--- src/hw/rtl/fcr_pkg.sv ---
// Shared types and constants for the frame checksum router.
package fcr_pkg;

	// Frame geometry
	localparam int MAX_FRAME = 4096;
	localparam int HDR_BYTES = 6;
	localparam logic [15:0] LEN_LIMIT = 16'(MAX_FRAME - HDR_BYTES);
	localparam logic [15:0] MAX_PAYLOAD_RST = LEN_LIMIT;

	// Header byte positions (command sits at position 0)
	localparam logic [15:0] POS_SOURCE = 16'd1;
	localparam logic [15:0] POS_DEST   = 16'd2;
	localparam logic [15:0] POS_CSUM   = 16'd3;
	localparam logic [15:0] POS_LEN_A  = 16'd4;
	localparam logic [15:0] POS_PAYLD  = 16'(HDR_BYTES);

	// Command and address codes
	localparam logic [7:0] CMD_NULL     = 8'h00;
	localparam logic [7:0] ADDR_CONTROL = 8'h00;
	localparam logic [7:0] ADDR_SENSOR  = 8'h01;

	// Configuration register indexes
	typedef enum logic {
		CFG_MAX_PAYLOAD      = 1'b0,
		CFG_LENGTH_LOW_FIRST = 1'b1
	} cfg_index_t;

	// Verdict codes
	typedef enum logic [2:0] {
		ST_FORWARD     = 3'd0,
		ST_NULL_CMD    = 3'd1,
		ST_CSUM_ERR    = 3'd2,
		ST_LEN_ERR     = 3'd3,
		ST_UNKNOWN_DST = 3'd4
	} status_t;

	// One finished frame
	typedef struct packed {
		status_t     status;
		logic [7:0]  command;
		logic [7:0]  source;
		logic [7:0]  destination;
		logic [15:0] payload_length;
		logic [7:0]  computed_sum;
	} frame_result_t;

	// Pick the verdict of a frame whose length passed the limit check
	function automatic status_t frame_verdict(logic [7:0] rx_sum, logic [7:0] calc_sum,
			logic [7:0] cmd, logic [7:0] dst);
		status_t st;
		if (rx_sum != calc_sum) begin
			st = ST_CSUM_ERR;
		end else if (cmd == CMD_NULL) begin
			st = ST_NULL_CMD;
		end else if (dst == ADDR_CONTROL || dst == ADDR_SENSOR) begin
			st = ST_FORWARD;
		end else begin
			st = ST_UNKNOWN_DST;
		end
		return st;
	endfunction

endpackage

--- src/hw/rtl/fcr_parser.sv ---
// Frame capture state, running checksum and verdict logic for one byte per step.
module fcr_parser (
	input  logic                  clk,
	input  logic                  arst_n,
	input  logic                  step,
	input  logic [7:0]            data_byte,
	input  logic                  frame_start,
	input  logic [15:0]           max_payload,
	input  logic                  length_low_first,
	output logic                  result_valid,
	output fcr_pkg::frame_result_t result
);
	import fcr_pkg::*;

	logic [15:0] pos_q, pos_d;
	logic        in_frame_q, in_frame_d;
	logic        in_payload_q, in_payload_d;
	logic [7:0]  cmd_q, cmd_d;
	logic [7:0]  src_q, src_d;
	logic [7:0]  dst_q, dst_d;
	logic [7:0]  rx_sum_q, rx_sum_d;
	logic [15:0] len_q, len_d;
	logic [7:0]  sum_q, sum_d;
	logic [15:0] len_full;
	logic [15:0] limit;
	logic [7:0]  sum_add;

	// Effective length limit and the running sum with this step's byte added
	assign limit    = (max_payload < LEN_LIMIT) ? max_payload : LEN_LIMIT;
	assign len_full = length_low_first ? (len_q | {data_byte, 8'h00})
	                                   : (len_q | {8'h00, data_byte});
	assign sum_add  = sum_q + data_byte;

	// Advance frame capture by one byte
	always_comb begin
		pos_d        = pos_q;
		in_frame_d   = in_frame_q;
		in_payload_d = in_payload_q;
		cmd_d        = cmd_q;
		src_d        = src_q;
		dst_d        = dst_q;
		rx_sum_d     = rx_sum_q;
		len_d        = len_q;
		sum_d        = sum_q;
		result_valid = 1'b0;
		result       = '{ST_FORWARD, cmd_q, src_q, dst_q, len_q, sum_q};
		if (frame_start) begin
			in_frame_d   = 1'b1;
			in_payload_d = 1'b0;
			cmd_d        = data_byte;
			sum_d        = data_byte;
			pos_d        = POS_SOURCE;
		end else if (in_frame_q) begin
			if (in_payload_q) begin
				sum_d = sum_add;
				pos_d = pos_q - 16'd1;
				if (pos_q == 16'd1) begin
					result_valid = 1'b1;
					result = '{frame_verdict(rx_sum_q, sum_add, cmd_q, dst_q),
					           cmd_q, src_q, dst_q, len_q, sum_add};
					in_frame_d   = 1'b0;
					in_payload_d = 1'b0;
				end
			end else begin
				case (pos_q)
					POS_SOURCE: begin
						src_d = data_byte;
						sum_d = sum_add;
						pos_d = pos_q + 16'd1;
					end
					POS_DEST: begin
						dst_d = data_byte;
						sum_d = sum_add;
						pos_d = pos_q + 16'd1;
					end
					POS_CSUM: begin
						rx_sum_d = data_byte;
						pos_d    = pos_q + 16'd1;
					end
					POS_LEN_A: begin
						len_d = length_low_first ? {8'h00, data_byte} : {data_byte, 8'h00};
						pos_d = pos_q + 16'd1;
					end
					default: begin
						// Second length byte: close the header
						len_d = len_full;
						sum_d = sum_q + len_full[7:0];
						pos_d = POS_PAYLD;
						if (len_full > limit) begin
							result_valid = 1'b1;
							result = '{ST_LEN_ERR, cmd_q, src_q, dst_q, len_full, 8'h00};
							in_frame_d = 1'b0;
						end else if (len_full == 16'd0) begin
							result_valid = 1'b1;
							result = '{frame_verdict(rx_sum_q, sum_d, cmd_q, dst_q),
							           cmd_q, src_q, dst_q, len_full, sum_d};
							in_frame_d   = 1'b0;
							in_payload_d = 1'b0;
						end else begin
							in_payload_d = 1'b1;
							pos_d        = len_full;
						end
					end
				endcase
			end
		end
	end

	// Hold state until a byte is consumed
	always_ff @(posedge clk or negedge arst_n) begin
		if (!arst_n) begin
			pos_q        <= '0;
			in_frame_q   <= 1'b0;
			in_payload_q <= 1'b0;
			cmd_q        <= '0;
			src_q        <= '0;
			dst_q        <= '0;
			rx_sum_q     <= '0;
			len_q        <= '0;
			sum_q        <= '0;
		end else if (step) begin
			pos_q        <= pos_d;
			in_frame_q   <= in_frame_d;
			in_payload_q <= in_payload_d;
			cmd_q        <= cmd_d;
			src_q        <= src_d;
			dst_q        <= dst_d;
			rx_sum_q     <= rx_sum_d;
			len_q        <= len_d;
			sum_q        <= sum_d;
		end
	end

endmodule

--- src/hw/rtl/frame_checksum_router.sv ---
// Top level of the frame checksum router: input register, parser, result register, config.
//
//  channel | handshake                   | payload
//  --------+-----------------------------+-------------------------------------------
//  s_axis  | s_axis_tvalid/s_axis_tready | tdata: data_byte; tuser: frame_start
//  m_axis  | m_axis_tvalid/m_axis_tready | tdata: cmd,src,dst,length,sum; tuser: status
//  cfg     | cfg_valid/cfg_ready         | cfg_index, cfg_data
//
// One byte per cycle sustained while the result register does not stall; a byte sits in the
// input register; its result, if any, is loaded into the result register on the parser step.
// The parser step (8-bit add, 16-bit length compare) is combinational between the registers.
// arst_n clears frame state and both valid flags; config returns to its reset values.
// A stalled result register holds the byte in the input register; s_axis_tready stays
// high while the input register is empty, or the result register is empty or being taken.
module frame_checksum_router (
	input  logic        clk,
	input  logic        arst_n,
	input  logic        s_axis_tvalid,
	output logic        s_axis_tready,
	input  logic [7:0]  s_axis_tdata,  // [7:0] data_byte
	input  logic        s_axis_tuser,  // [0] frame_start
	output logic        m_axis_tvalid,
	input  logic        m_axis_tready,
	output logic [47:0] m_axis_tdata,  // [7:0] command, [15:8] source, [23:16] destination,
	                                   // [39:24] payload_length, [47:40] computed_sum
	output logic [2:0]  m_axis_tuser,  // [2:0] status
	input  logic        cfg_valid,
	output logic        cfg_ready,
	input  logic        cfg_index,
	input  logic [15:0] cfg_data
);
	import fcr_pkg::*;

	logic          valid_s1;
	logic [7:0]    data_s1;
	logic          start_s1;
	logic          step;
	logic          res_valid;
	frame_result_t res;
	logic          m_valid_q;
	frame_result_t out_q;
	logic [15:0]   max_payload_q;
	logic          len_low_first_q;

	// Consume the registered byte when the result register can take a result
	assign step          = valid_s1 && (!m_valid_q || m_axis_tready);
	assign s_axis_tready = !valid_s1 || step;
	assign cfg_ready     = 1'b1;

	// Input register
	always_ff @(posedge clk or negedge arst_n) begin
		if (!arst_n) begin
			valid_s1 <= 1'b0;
		end else if (s_axis_tready) begin
			valid_s1 <= s_axis_tvalid;
		end
	end

	always_ff @(posedge clk) begin
		if (s_axis_tvalid && s_axis_tready) begin
			data_s1  <= s_axis_tdata;
			start_s1 <= s_axis_tuser;
		end
	end

	// Configuration registers
	always_ff @(posedge clk or negedge arst_n) begin
		if (!arst_n) begin
			max_payload_q   <= MAX_PAYLOAD_RST;
			len_low_first_q <= 1'b0;
		end else if (cfg_valid) begin
			case (cfg_index_t'(cfg_index))
				CFG_MAX_PAYLOAD:      max_payload_q   <= cfg_data;
				CFG_LENGTH_LOW_FIRST: len_low_first_q <= cfg_data[0];
				default: ;
			endcase
		end
	end

	fcr_parser u_parser (
		.clk              (clk),
		.arst_n           (arst_n),
		.step             (step),
		.data_byte        (data_s1),
		.frame_start      (start_s1),
		.max_payload      (max_payload_q),
		.length_low_first (len_low_first_q),
		.result_valid     (res_valid),
		.result           (res)
	);

	// Result register: load a new item, drop it once taken
	always_ff @(posedge clk or negedge arst_n) begin
		if (!arst_n) begin
			m_valid_q <= 1'b0;
		end else if (step && res_valid) begin
			m_valid_q <= 1'b1;
		end else if (m_axis_tready) begin
			m_valid_q <= 1'b0;
		end
	end

	always_ff @(posedge clk) begin
		if (step && res_valid) begin
			out_q <= res;
		end
	end

	assign m_axis_tvalid = m_valid_q;
	assign m_axis_tuser  = out_q.status;
	assign m_axis_tdata  = {out_q.computed_sum, out_q.payload_length, out_q.destination,
	                        out_q.source, out_q.command};

endmodule

--- config.mk ---
export PLATFORM = sky130hd
export DESIGN_NAME = frame_checksum_router
export DESIGN_NICKNAME = d
export VERILOG_FILES = /design/src/hw/rtl/fcr_pkg.sv /design/src/hw/rtl/fcr_parser.sv /design/src/hw/rtl/frame_checksum_router.sv
export SDC_FILE = /design/constraint.sdc
export NUM_CORES = 1
export LEC_CHECK = 0
export BUFFER_PORTS_ARGS = -buffer_cell sky130_fd_sc_hd__buf_2
export CAP_MARGIN = 25
export CORE_ASPECT_RATIO = 0.8
export CORE_MARGIN = 8
export CORE_UTILIZATION = 53
export DETAILED_ROUTE_END_ITERATION = 16
export PLACE_DENSITY_LB_ADDON = 0.2
export SYNTH_ARGS = -nofsm -noshare
export SYNTH_HDL_FRONTEND = slang
export SYNTH_SLANG_ARGS = --single-unit
--- constraint.sdc ---
create_clock -name clk -period 6.9 [get_ports clk]
set_clock_uncertainty 0.15 [all_clocks]
set_input_delay 0.345 -clock clk [delete_from_list [all_inputs] [get_ports clk]]
set_output_delay 0.345 -clock clk [all_outputs]
set_load 0.1 [all_outputs]
Word-level counts from Yosys, hierarchy flattened
Index checks and enable logic that the tools add are counted.
Widths: inputs -> output; s select.

cells by class
  bitwise logic cells = 7
  reductions and logical operators = 27
  add/sub/neg operators = 4
  order comparisons = 2
  muxes and demuxes = 45
  equal/unequal tests = 8

operator list
  kind                   number
  $mux 51                5
  $mux 16                9
  $mux 48                2
  $eq 16x2->1 const B    2
  $pmux 16 s2            1
  $mux 8                 3
  $mux 1                 20
  $reduce_and 5->1       4
  $add 16x1->16 const B  1
  $add 8x8->8            2
  $eq 16x1->1 const B    1
  $eq 16x3->1 const B    1
  $gt 16x16->1           1
  $logic_not 16->1       1
  $logic_not 8->1        2
  $lt 16x12->1 const B   1
  $ne 8x8->1             2
  $or 16x16->16          1
  $or 16x8->16           1
  $pmux 8 s2             1
  $sub 16x1->16 const B  1
  $mux 3                 4
  $eq 8x1->1 const B     1
  $reduce_and 2->1       4
  other kinds (10)       22

storage, ports and cells
  output and inout bits = 54
  word-level logic and storage cells = 114
  flip-flop bits (word level) = 153

Longest topological paths before layout
Gate-level depths: netlist (run 1).

  depth in word-level cells = 11
  gate-level depth with buffers = 14
  mapped depth without buffers = 13

Cells and area by module
Synthesis (run 1) repeated with hierarchy kept, for this count alone.

unflattened totals
  cells, all modules = 783
  area total of the unflattened synthesis = 8,521.9 um^2

modules (own cells, without submodules)
  module                 area each (um^2)  cells an instance  times used
  fcr_parser             5,896.9           673                1
  frame_checksum_router  2,625.0           110                1

Worst setup path before layout (run 1)
Ideal clock, no wire load.

  kind = register to register
  start point = register max_payload_q[13]
  end point = register out_q (netlist bit m_axis_tdata[0]), enable pin
  setup slack = 1,644 ps
  path buffers = 1
  period minus slack after synthesis = 5,256 ps
  arrival = 4,646 ps
  stages on the path, launching flop included = 14
  cells stage by stage = dfrtp_1 > or4_1 > clkbuf_1 > a41o_1 > inv_1 > nand2_1 > ha_1 > and2_1 > o21ai_1 > a21boi_1 > o41a_2 > o21ai_0 > and2_1 > nor2_1

on the way
  longest elaborated chain between the ends = 9

RTL lines
  item                      RTL line                      text
  start: declaration        frame_checksum_router.sv:42   logic [15:0] max_payload_q;
  start signal: assignment  frame_checksum_router.sv:73   CFG_MAX_PAYLOAD: max_payload_q <= cfg_data;
  $lt 16x12->1              fcr_parser.sv:29              assign limit = (max_payload < LEN_LIMIT) ? max_payload : LEN_LIMIT;
  $mux 16 *                 fcr_parser.sv:29
  $gt 16x16->1 *            fcr_parser.sv:89              if (len_full > limit) begin
  $mux 1 *                  fcr_parser.sv:89
  $mux 1 *                  fcr_parser.sv:65              case (pos_q)
  $mux 1 *                  fcr_parser.sv:54              if (in_payload_q) begin
  $mux 1 *                  fcr_parser.sv:53              end else if (in_frame_q) begin
  $mux 1 *                  fcr_parser.sv:47              if (frame_start) begin
  $logic_and 1x1->1 *       frame_checksum_router.sv:104  if (step && res_valid) begin
  end signal: assignment    frame_checksum_router.sv:105  out_q <= res;
  end: declaration          frame_checksum_router.sv:41   frame_result_t out_q;

Mark *: on every way between the ends. The rest lies on a longest branch, timed or not.
A chain may end at the register's enable or synchronous reset.

Worst setup path after layout (run 1)
  start point = register len_low_first_q
  end point = register out_q (netlist bit m_axis_tdata[22]), enable pin

on the way
  longest elaborated chain between the ends = 9

RTL lines
  item                                                                  RTL line                      text
  start: declaration                                                    frame_checksum_router.sv:43   logic len_low_first_q;
  start signal: assignment                                              frame_checksum_router.sv:74   CFG_LENGTH_LOW_FIRST: len_low_first_q <= cfg_data[0];
  $mux 16 *                                                             fcr_parser.sv:30              assign len_full = length_low_first ? (len_q | {data_byte, 8'h00})
  parallel branches: the longest is 2 deep, another holds $gt 16x16->1  n/a
  $mux 1 *                                                              fcr_parser.sv:89
  $mux 1 *                                                              fcr_parser.sv:65
  $mux 1 *                                                              fcr_parser.sv:54
  $mux 1 *                                                              fcr_parser.sv:53
  $mux 1 *                                                              fcr_parser.sv:47
  $logic_and 1x1->1 *                                                   frame_checksum_router.sv:104

Mark *: on every way between the ends.

==> summary.txt, run 1 <==
Status
  – Outcome: finished, final reports clean

Power
  – Sequential share of power: 31.2%
  – Total power: 4.95 mW
  – Maximum VDD drop: 226 uV
  – Cell-internal power: 2.70 mW
  – Leakage: 4.08 nW
  – P_sw: 2.25 mW
  – Comb pwr share: 49.5%
  – Switching Share: 45.5%
  – Clock network fraction of total power: 19.4%
  – PD cells: 508 nW/um2

Clock network
  – Clock Latency Late Sink: 430 ps
  – Post-CTS Resized: 0
  – Maximum clock insertion buffer count: 2
  – Root buffer cell: clkbuf_16
  – Sink Count: 153
  – CTS H-tree lvls: 4
  – Clock slew at reported path FFs: 60 ps
  – Num CTS Buffers: 17
  – TritonCTS clock tree: yes

Global routing
  – Vias in the first global route: 6838
  – Maximum number of pins on one net before global-route repair: 50
  – Grt total ovfl: 0
  – All-Layer GR Usage: 24.2%
  – Initial antenna violation count: 1
  – First-pass GRT wire length: 37200 um

Worst setup path
  – Worst setup SP type: register
  – Crit Path Max Fanout: 31
  – WP data required: 6830 ps
  – Critical Path AT: 4510 ps
  – CP endpoint kind: register
  – CP Cell Sequence: inv_2 > a21oi_1 > inv_1 > ha_1 > nand2_1 > nor4_1 > a21boi_1 > o41a_2 > o21ai_0 > and2_1 > nor2_4 > buf_4
  – CP top delay family: compound AO/OA/AOI/OAI gates
  – Register-to-Register Setup Slack: 2310 ps
  – Crit-path slowest cell: dfrtp_1
  – Max incr delay on CP: 640 ps
  – Crit path kind: reg2reg
  – Critical path buffers and inverters: 3

Layout
  – Layout Cells excl Fill: 1088
  – Ant. Diodes: 0
  – Nets: 928
  – Fill count: 1279
  – Layout cells sized above 1: 22.6%
  – Multi-input gate area: 3960 um2
  – Total area of sequential cells: 4140 um2
  – Post-route cell area: 9750 um2
  – Area Growth Syn to Fin: 16.4%

Synth
  – Most used flip-flop cell after synthesis: dfrtp_1
  – Seq/Total Area, Yosys: 49.5%
  – Number of library cell types mapped by synthesis: 80
  – Yosys warnings: 0
  – Synth top area share: 24.8%
  – EDFF count, synth: 60
  – Synth Register Bits: 153
  – Most frequent cells after synthesis: dfrtp_1 (83), nor2_1 (74), edfxtp_1 (60)
  – Area contributors post-synth: dfrtp_1 (25%), edfxtp_1 (22%), mux2_2 (6.6%), ha_1 (5.2%), nor2_1 (3.3%)
  – Mapped Cells: 768
  – Syn Std Cell Area: 8370 um2
  – Area leader, netlist: dfrtp_1
  – Count leader, synth: dfrtp_1
  – Post-synth ARST share: 60.8%
  – Syn Area/Cell: 10.9 um2

Route
  – Post-route ant nets: 0
  – First-pass DRT Iterations: 5
  – Post-Route WL: 23700 um
  – DR vias: 6745
  – WL per Instance: 21.8 um
  – Vias per inst: 6.20
  – 1st-iter DRT viols: 764
  – Remaining DRCs: 0

Flow run
  – Max-cap viol count: 0

Placed design
  – Routability cong.: 0.980
  – Placed cell count: 1038
  – DP HPWL: 17300 um
  – Area post-placement: 8960 um2
  – Buffers on Ports: 83

STA
  – RSZ-0062 raised after global routing: no
  – Max Freq: 218 MHz
  – Setup TNS: 0 ps
  – Final setup fails: 0
  – Final-report hold violation count: 0
  – Worst Hold Margin: 5.84 ps
  – Pin slew with the least headroom to its limit: 979 ps
  – Slew HR: 34.5%
  – Minimum clock period: 4590 ps
  – Final period util: 66.5%
  – Final Max Slew Viols: 0

Die
  – Full die area: 20100 um2
  – Die X: 157 um
  – Die Y: 128 um
  – Io pins: 85
  – Initial core utilization: 53.7%
  – Std-Cell Rows: 41
  – Core ar.: 15600 um2

Hold path
  – Hold Path Class: in2reg
-- what timing repair did --
action | CTS | global route
hold buffers | 18 | 0
endpoints found under the hold margin | 61 | 0
setup buffers | 0 | 0
-- power by group through the flow --
stage               clock network, mW  registers, mW  logic [mW]
detailed placement                  0           1.55        2.39
CTS                             0.970           1.53        2.42
floorplan                           0           1.84        1.49
global route                     1.01           1.57        2.63
finish                          0.959           1.54        2.45
global placement                    0           1.54        2.35
-- worst reg2reg max path, cell delays in order (launching register included) --
cell	delay [ps]
dfrtp_1	640
inv_2	160
a21oi_1	470
inv_1	150
ha_1	350
nand2_1	70
nor4_1	240
a21boi_1	290
o41a_2	300
o21ai_0	150
and2_1	220
nor2_4	520
buf_4	490
-- area by class of cell --
type	instances	share of cell area, %
Timing Repair Buffer	108	6.71
Tap cell	215	2.76
Sequential cell	153	42.5
Clock buffer	20	4.48
Clock inverter	12	1.72
Multi-Input combinational cell	549	40.6
Inverter	31	1.19
-- placed cells by master, fill, tap and decap left out, types with 12 or more instances in the layout --
cell type and n:
a21oi_1 43, a22o_1 16, buf_2 82, clkbuf_16 17, dfrtp_1 83, dlygate4sd3_1 18, edfxtp_1 60, ha_1 35
inv_1 30, mux2_2 49, nand2_1 56, nand3_1 13, nor2_1 73, nor3_1 13, nor4_1 13, o21ai_0 39
o221ai_1 12, xnor2_1 15
-- through the flow --
stage,setup WS (ps),util (%)
final,2310,62.5
after floorplan,1640,-
after detailed placement,2430,57.5
after global routing,2090,62.5
after CTS,2390,62.5
after global placement,2630,57.4
-- kinds of logic after synthesis --
group	share of synthesized area (%)
AOI/OAI and AO/OA	15.0
other	0.0448
muxes	7.79
adders and majority gates	5.71
buffers and inverters	3.48
and+or+nand+nor	14.2
xor gates and xnor gates	4.26
DFF	49.5
-- routing by layer --
layer | vias up | routed length (um) | global-route usage (%)
li1 | 3023 | - | -
met1 | 3331 | 9770 | 30.8
met2 | 341 | 11400 | 39.1
met3 | 48 | 1970 | 6.30
met4 | 2 | 559 | 9.02
met5 | - | 13 | 0
-- worst paths after layout --
path                                   startpoint                 end  depth (start not counted)
worst max-delay path              len_low_first_q    m_axis_tdata[22]                         12
min in group asynchronous                  arst_n   u_parser.cmd_q[4]                          2
worst min-delay path                 cfg_data[12]   max_payload_q[12]                          2
worst min register to register  u_parser.src_q[2]    m_axis_tdata[10]                          0
max in group asynchronous                  arst_n  u_parser.len_q[12]                          3
worst max register to register    len_low_first_q    m_axis_tdata[22]                         12
-- flip-flops by register name (all words and copies together), names as in the netlist, 3 cells and up --
| name | count |
|---|---|
| data_s1 | 8 |
| m_axis_tdata | 48 |
| m_axis_tuser | 3 |
| max_payload_q | 16 |
| u_parser.cmd_q | 8 |
| u_parser.dst_q | 8 |
| u_parser.len_q | 16 |
| u_parser.pos_q | 16 |
| u_parser.rx_sum_q | 8 |
| u_parser.src_q | 8 |
| u_parser.sum_q | 8 |
Note: power is estimated with default switching activity, not from simulation.
==> run 2: changes to the inputs <==
==> constraint.sdc (replaced) <==
create_clock -name clk -period 3.8 [get_ports clk]
set_clock_uncertainty 0.15 [all_clocks]
set_input_delay 0.19 -clock clk [delete_from_list [all_inputs] [get_ports clk]]
set_output_delay 0.19 -clock clk [all_outputs]
set_load 0.1 [all_outputs]
==> run 2 against run 1 <==
Net effect: clock-buffer cell count is 3 lower; maximum frequency is 26% higher; largest power group unchanged; setup slack worse by 2200 ps; critical path depth stayed put.
==> summary.txt, run 2 (synthesis gave the netlist of run 1 again) <==
Hold path
  – Hold Path Class: in2reg

Power
  – Leakage: 4.32 nW
  – PD cells: 901 nW/um2
  – Sequential share of power: 30.2%
  – Switching Share: 45.8%
  – P_sw: 4.20 mW
  – Clock network fraction of total power: 18.9%
  – Comb pwr share: 50.9%
  – Maximum VDD drop: 466 uV
  – Cell-internal power: 4.97 mW

Global routing
  – Maximum number of pins on one net before global-route repair: 71
  – First-pass GRT wire length: 38000 um
  – Initial antenna violation count: 0
  – Vias in the first global route: 6928
  – Grt total ovfl: 0
  – All-Layer GR Usage: 24.7%

Clock network
  – Sink Count: 153
  – TritonCTS clock tree: yes
  – Num CTS Buffers: 17
  – CTS H-tree lvls: 4
  – Clock Latency Late Sink: 440 ps
  – Postcts setup bufs: 0
  – Maximum clock insertion buffer count: 2
  – Clock slew at reported path FFs: 70 ps
  – Root buffer cell: clkbuf_16

Die
  – Die X: 157 um
  – Core ar.: 15600 um2
  – Io pins: 85
  – Initial core utilization: 53.7%
  – Full die area: 20100 um2
  – Std-Cell Rows: 41
  – Die Y: 128 um

Worst setup path
  – CP endpoint kind: register
  – WP data required: 3780 ps
  – Critical Path AT: 3620 ps
  – Crit Path Max Fanout: 24
  – Crit path kind: reg2reg
  – Worst setup SP type: register

Placed design
  – Buffers on Ports: 83
  – DP HPWL: 17500 um
  – Routability cong.: 0.953

Route
  – WL per Instance: 21.2 um
  – Post-Route WL: 24000 um
  – DR vias: 6939
  – Remaining DRCs: 0
  – 1st-iter DRT viols: 695
  – Vias per inst: 6.12
  – First-pass DRT Iterations: 6
  – Post-route ant nets: 0

STA
  – Max Freq: 275 MHz
  – Setup TNS: 0 ps
  – Slew HR: 35.7%
  – Final-report hold violation count: 0
  – RSZ-0062 raised after global routing: no
  – Final Max Slew Viols: 0
  – Worst Hold Margin: 201 ps
  – Final setup fails: 0
  – Pin slew with the least headroom to its limit: 964 ps
  – Minimum clock period: 3640 ps
  – Final period util: 95.8%

Layout
  – Fill count: 1209
  – Commonest non-fill, non-tap cell in the layout: dfrtp_1
  – Core Util, Final: 65.3%
  – Total area of sequential cells: 4140 um2
  – Multi-input gate area: 3990 um2
  – Max reg flops: 48
  – Layout cells sized above 1: 25.8%
  – Area Growth Syn to Fin: 21.6%
  – Nets: 973
  – Most frequent cells in the layout: dfrtp_1 (83), buf_2 (82), nor2_1 (73)

Status
  – Outcome: finished, final reports clean

Flow run
  – Max-cap viol count: 0
-- run 2: final timing paths --
| check | startpoint | endpoint | slack [ps] | cells after the start |
|---|---|---|---|---|
| worst min-delay path | cfg_index | max_payload_q[3] | 200 | 4 |
| worst max register to register | max_payload_q[14] | m_axis_tdata[38] | 160 | 12 |
| worst min register to register | u_parser.src_q[6] | m_axis_tdata[14] | 300 | 0 |
| worst max-delay path | max_payload_q[14] | m_axis_tdata[38] | 160 | 12 |
| max in group asynchronous | arst_n | u_parser.pos_q[11] | 2290 | 3 |
| min in group asynchronous | arst_n | u_parser.src_q[6] | 290 | 2 |
-- run 2: power groups by stage --
stage,sequential [mW],clock (mW),combinational (mW)
2_1_floorplan,3.34,0,2.73
4_1_cts,2.75,1.75,4.61
3_5_place_dp,2.78,0,4.55
3_3_place_gp,2.76,0,4.47
6_report,2.77,1.73,4.67
5_1_grt,2.83,1.81,5.03
-- run 2: per-stage QoR --
stage                     total power [mW]  worst slack [ps]  area, um2  cells
after floorplan                       6.07              3.67       8410    772
after global placement                7.23               213       9240   1070
after detailed placement              7.32               111       9240   1070
after CTS                             9.11              79.4      10200   1133
after global routing                  9.67              2.01      10200   1133
final                                 9.17               159      10200   1134
-- run 2: layer usage --
metal  routed length (um)  vias to the layer above  track usage [%]
li1                     -                     3123                -
met1                10400                     3407             33.2
met2                11100                      346             38.6
met3                 1890                       63             4.93
met4                  694                        0             9.76
met5                    0                        -                0
-- run 2: area by class of cell --
class	instances	area share (%)
clock buffers	17	4.18
inverters	31	1.14
multi-input cells	549	39.2
clock inverters	15	1.70
repair buffers	153	10.4
diodes	1	0.0246
flip-flops and latches	153	40.7
well taps	215	2.64
-- run 2: timing repair --
action | 4_1_cts | 5_1_grt
hold buffers | 31 | 0
gates resized for setup | 1 | 3
hold endpoints to repair | 87 | 0
setup endpoints to repair | 27 | 57
-- run 2: critical path, cell delays in order (launching register included) --
cell and delay [ps]:
dfrtp_1 380, or4_1 560, buf_4 190, nor2_1 120, ha_1 190, nand4_1 150, nor4_2 380, a21boi_2 280
o41a_4 270, o21ai_2 80, and2_4 190, nor2_4 170, buf_12 200
==> run 3: changes to the inputs <==
--- a/config.mk
+++ b/config.mk
@@ -5,12 +5,13 @@
 export SDC_FILE = /design/constraint.sdc
 export NUM_CORES = 1
 export LEC_CHECK = 0
-export BUFFER_PORTS_ARGS = -buffer_cell sky130_fd_sc_hd__buf_2
+export BUFFER_PORTS_ARGS = -buffer_cell sky130_fd_sc_hd__buf_4
 export CAP_MARGIN = 25
 export CORE_ASPECT_RATIO = 0.8
 export CORE_MARGIN = 8
 export CORE_UTILIZATION = 53
 export DETAILED_ROUTE_END_ITERATION = 16
+export HOLD_SLACK_MARGIN = 0.02
 export PLACE_DENSITY_LB_ADDON = 0.2
 export SYNTH_ARGS = -nofsm -noshare
 export SYNTH_HDL_FRONTEND = slang
==> run 3 against run 2 <==
Net effect: cell area rose by 1.9%; register-to-register slack got worse by 20 ps; cell count barely moved; sequential power barely moved; clock-buffer cell count did not move; maximum frequency fell by 0.41%; sequential share of layout area fell by 0.75 points; die area did not move; first-iteration DRC count fell by 13%.
==> summary.txt, run 3 (synthesis gave the netlist of run 1 again) <==
Die
  – Initial core utilization: 53.7%
  – Core ar.: 15600 um2
  – Io pins: 85
  – Die Y: 128 um
  – Full die area: 20100 um2
  – Std-Cell Rows: 41
  – Die X: 157 um

STA
  – Final period util: 96.2%
  – Final-report hold violation count: 0
  – Minimum clock period: 3660 ps
  – Slew HR: 44.2%
  – Setup TNS: 0 ps
  – Final Max Slew Viols: 0
  – Final worst slack: 144 ps
  – Max Freq: 274 MHz
  – Final setup fails: 0
  – Pin slew with the least headroom to its limit: 831 ps
  – RSZ-0062 raised after global routing: no

Layout
  – Nets: 972
  – Commonest non-fill, non-tap cell in the layout: buf_4
  – Layout cells sized above 1: 25.7%
  – Area Growth Syn to Fin: 23.9%
  – Most frequent cells in the layout: buf_4 (118), dfrtp_1 (82), nor2_1 (73)
  – Max reg flops: 48

Status
  – Outcome: finished, final reports clean

Route
  – Post-route ant nets: 0
  – 1st-iter DRT viols: 608
  – DR vias: 6835
  – Vias per inst: 6.03
  – WL per Instance: 21.3 um
  – First-pass DRT Iterations: 5
  – Remaining DRCs: 0
  – Post-Route WL: 24200 um

Clock network
  – Root buffer cell: clkbuf_16
  – Num CTS Buffers: 17
  – CTS H-tree lvls: 4
  – Sink Count: 153
  – Maximum clock insertion buffer count: 2
  – TritonCTS clock tree: yes
  – Clock slew at reported path FFs: 70 ps
  – Postcts setup bufs: 0
  – Clock Latency Late Sink: 430 ps

Power
  – Total power: 9.22 mW
  – PD cells: 889 nW/um2
  – Maximum VDD drop: 480 uV
  – Leakage: 4.38 nW

Worst setup path
  – CP endpoint kind: register
  – Crit path kind: reg2reg
  – WP data required: 3810 ps
  – Crit-path slowest cell: or4_1
  – CP Cell Sequence: or4_1 > buf_4 > nor2_1 > ha_1 > nand4_1 > nor4_2 > a21boi_2 > o41a_2 > o21ai_1 > buf_4 > a21oi_1 > o211ai_1
  – Crit Path Max Fanout: 9
  – Most common cell on crit path: buf_4
  – Register-to-Register Setup Slack: 140 ps
  – Critical Path AT: 3670 ps
  – Max incr delay on CP: 580 ps
  – Reg2reg path depth: 12
  – Worst setup SP type: register

Global routing
  – Met3 Usage GRT: 6.70%
  – Vias in the first global route: 6715
  – Global-route track usage on met1: 32.8%
  – Global route hottest layer: met2
  – Maximum number of pins on one net before global-route repair: 78
  – All-Layer GR Usage: 24.6%
  – Met2 usage: 37.5%
  – Grt total ovfl: 0
  – First-pass GRT wire length: 37500 um
  – Initial antenna violation count: 1

Placed design
  – Routability cong.: 0.939
  – DP HPWL: 17800 um
  – Buffers on Ports: 83
  – Pre-CTS WS: 191 ps

Flow run
  – Max-cap viol count: 0

Hold path
  – Hold Path Class: in2async
run 3: changes by cell type in the layout (fill, tap and decap cells not counted):
cell        previous run  this run
o41a_4                 1         0
o41a_2                 0         1
dfrtp_2                0         1
inv_8                  5         6
clkinv_4               3         1
o21ai_1                6         7
clkinvlp_4             0         1
o21ai_2                2         1
dfrtp_1               83        82
buf_4                 37       118
buf_2                 82         0
buf_12                 3         2
buf_16                 0         1
run 3: stage by stage:
step           utilization (%)  instances  cell area (um2)  hold WS (ps)
2_1_floorplan                -        772             8410          -256
3_3_place_gp              60.4       1068             9420           219
3_5_place_dp              60.4       1068             9420           221
4_1_cts                   66.2       1131            10300           169
5_1_grt                   66.5       1132            10400           100
6_report                  66.5       1133            10400          76.5
run 3: per-layer routing:
layer | wire, um | up-vias
li1 | - | 3126
met1 | 10500 | 3367
met2 | 11200 | 294
met3 | 1840 | 48
met4 | 694 | 0
met5 | 0 | -
run 3: final timing paths:
path	from	endpoint
worst max-delay path	max_payload_q[14]	m_axis_tdata[46]
worst min-delay path	arst_n	u_parser.cmd_q[2]
worst max register to register	max_payload_q[14]	m_axis_tdata[46]
worst min register to register	u_parser.src_q[0]	m_axis_tdata[8]
max in group asynchronous	arst_n	max_payload_q[9]
min in group clk	cfg_index	max_payload_q[2]
run 3: where the power goes:
part | internal, mW | switching [mW] | leakage (nW)
clock network | 0.944 | 0.774 | 0.294
logic | 1.81 | 2.92 | 2.41
registers | 2.29 | 0.489 | 1.68
run 3: final cells by class:
type / instances / area [um2]
diodes: 1 / 2.50
repair buffers: 152 / 1260
clock inverters: 15 / 174
clock buffers: 17 / 425
multi-input cells: 549 / 3980
inverters: 31 / 116
flip-flops and latches: 153 / 4140
fillers: 1219 / 5220
well taps: 215 / 269
run 3: worst max-delay path: cells and delay by family (launching register included):
kind / cells / cell delay [ps]
flip-flops: 1 / 370
AND/OR/NAND/NOR: 4 / 1230
buffers and inverters: 2 / 380
AO/OA/AOI/OAI: 5 / 1070
adder cells (fa/ha/maj): 1 / 190
run 3: timing repair:
action | CTS | global route
hold buffers | 31 | 0
hold endpoints to repair | 104 | 0
resized for setup | 0 | 3
setup endpoints to repair | 0 | 56
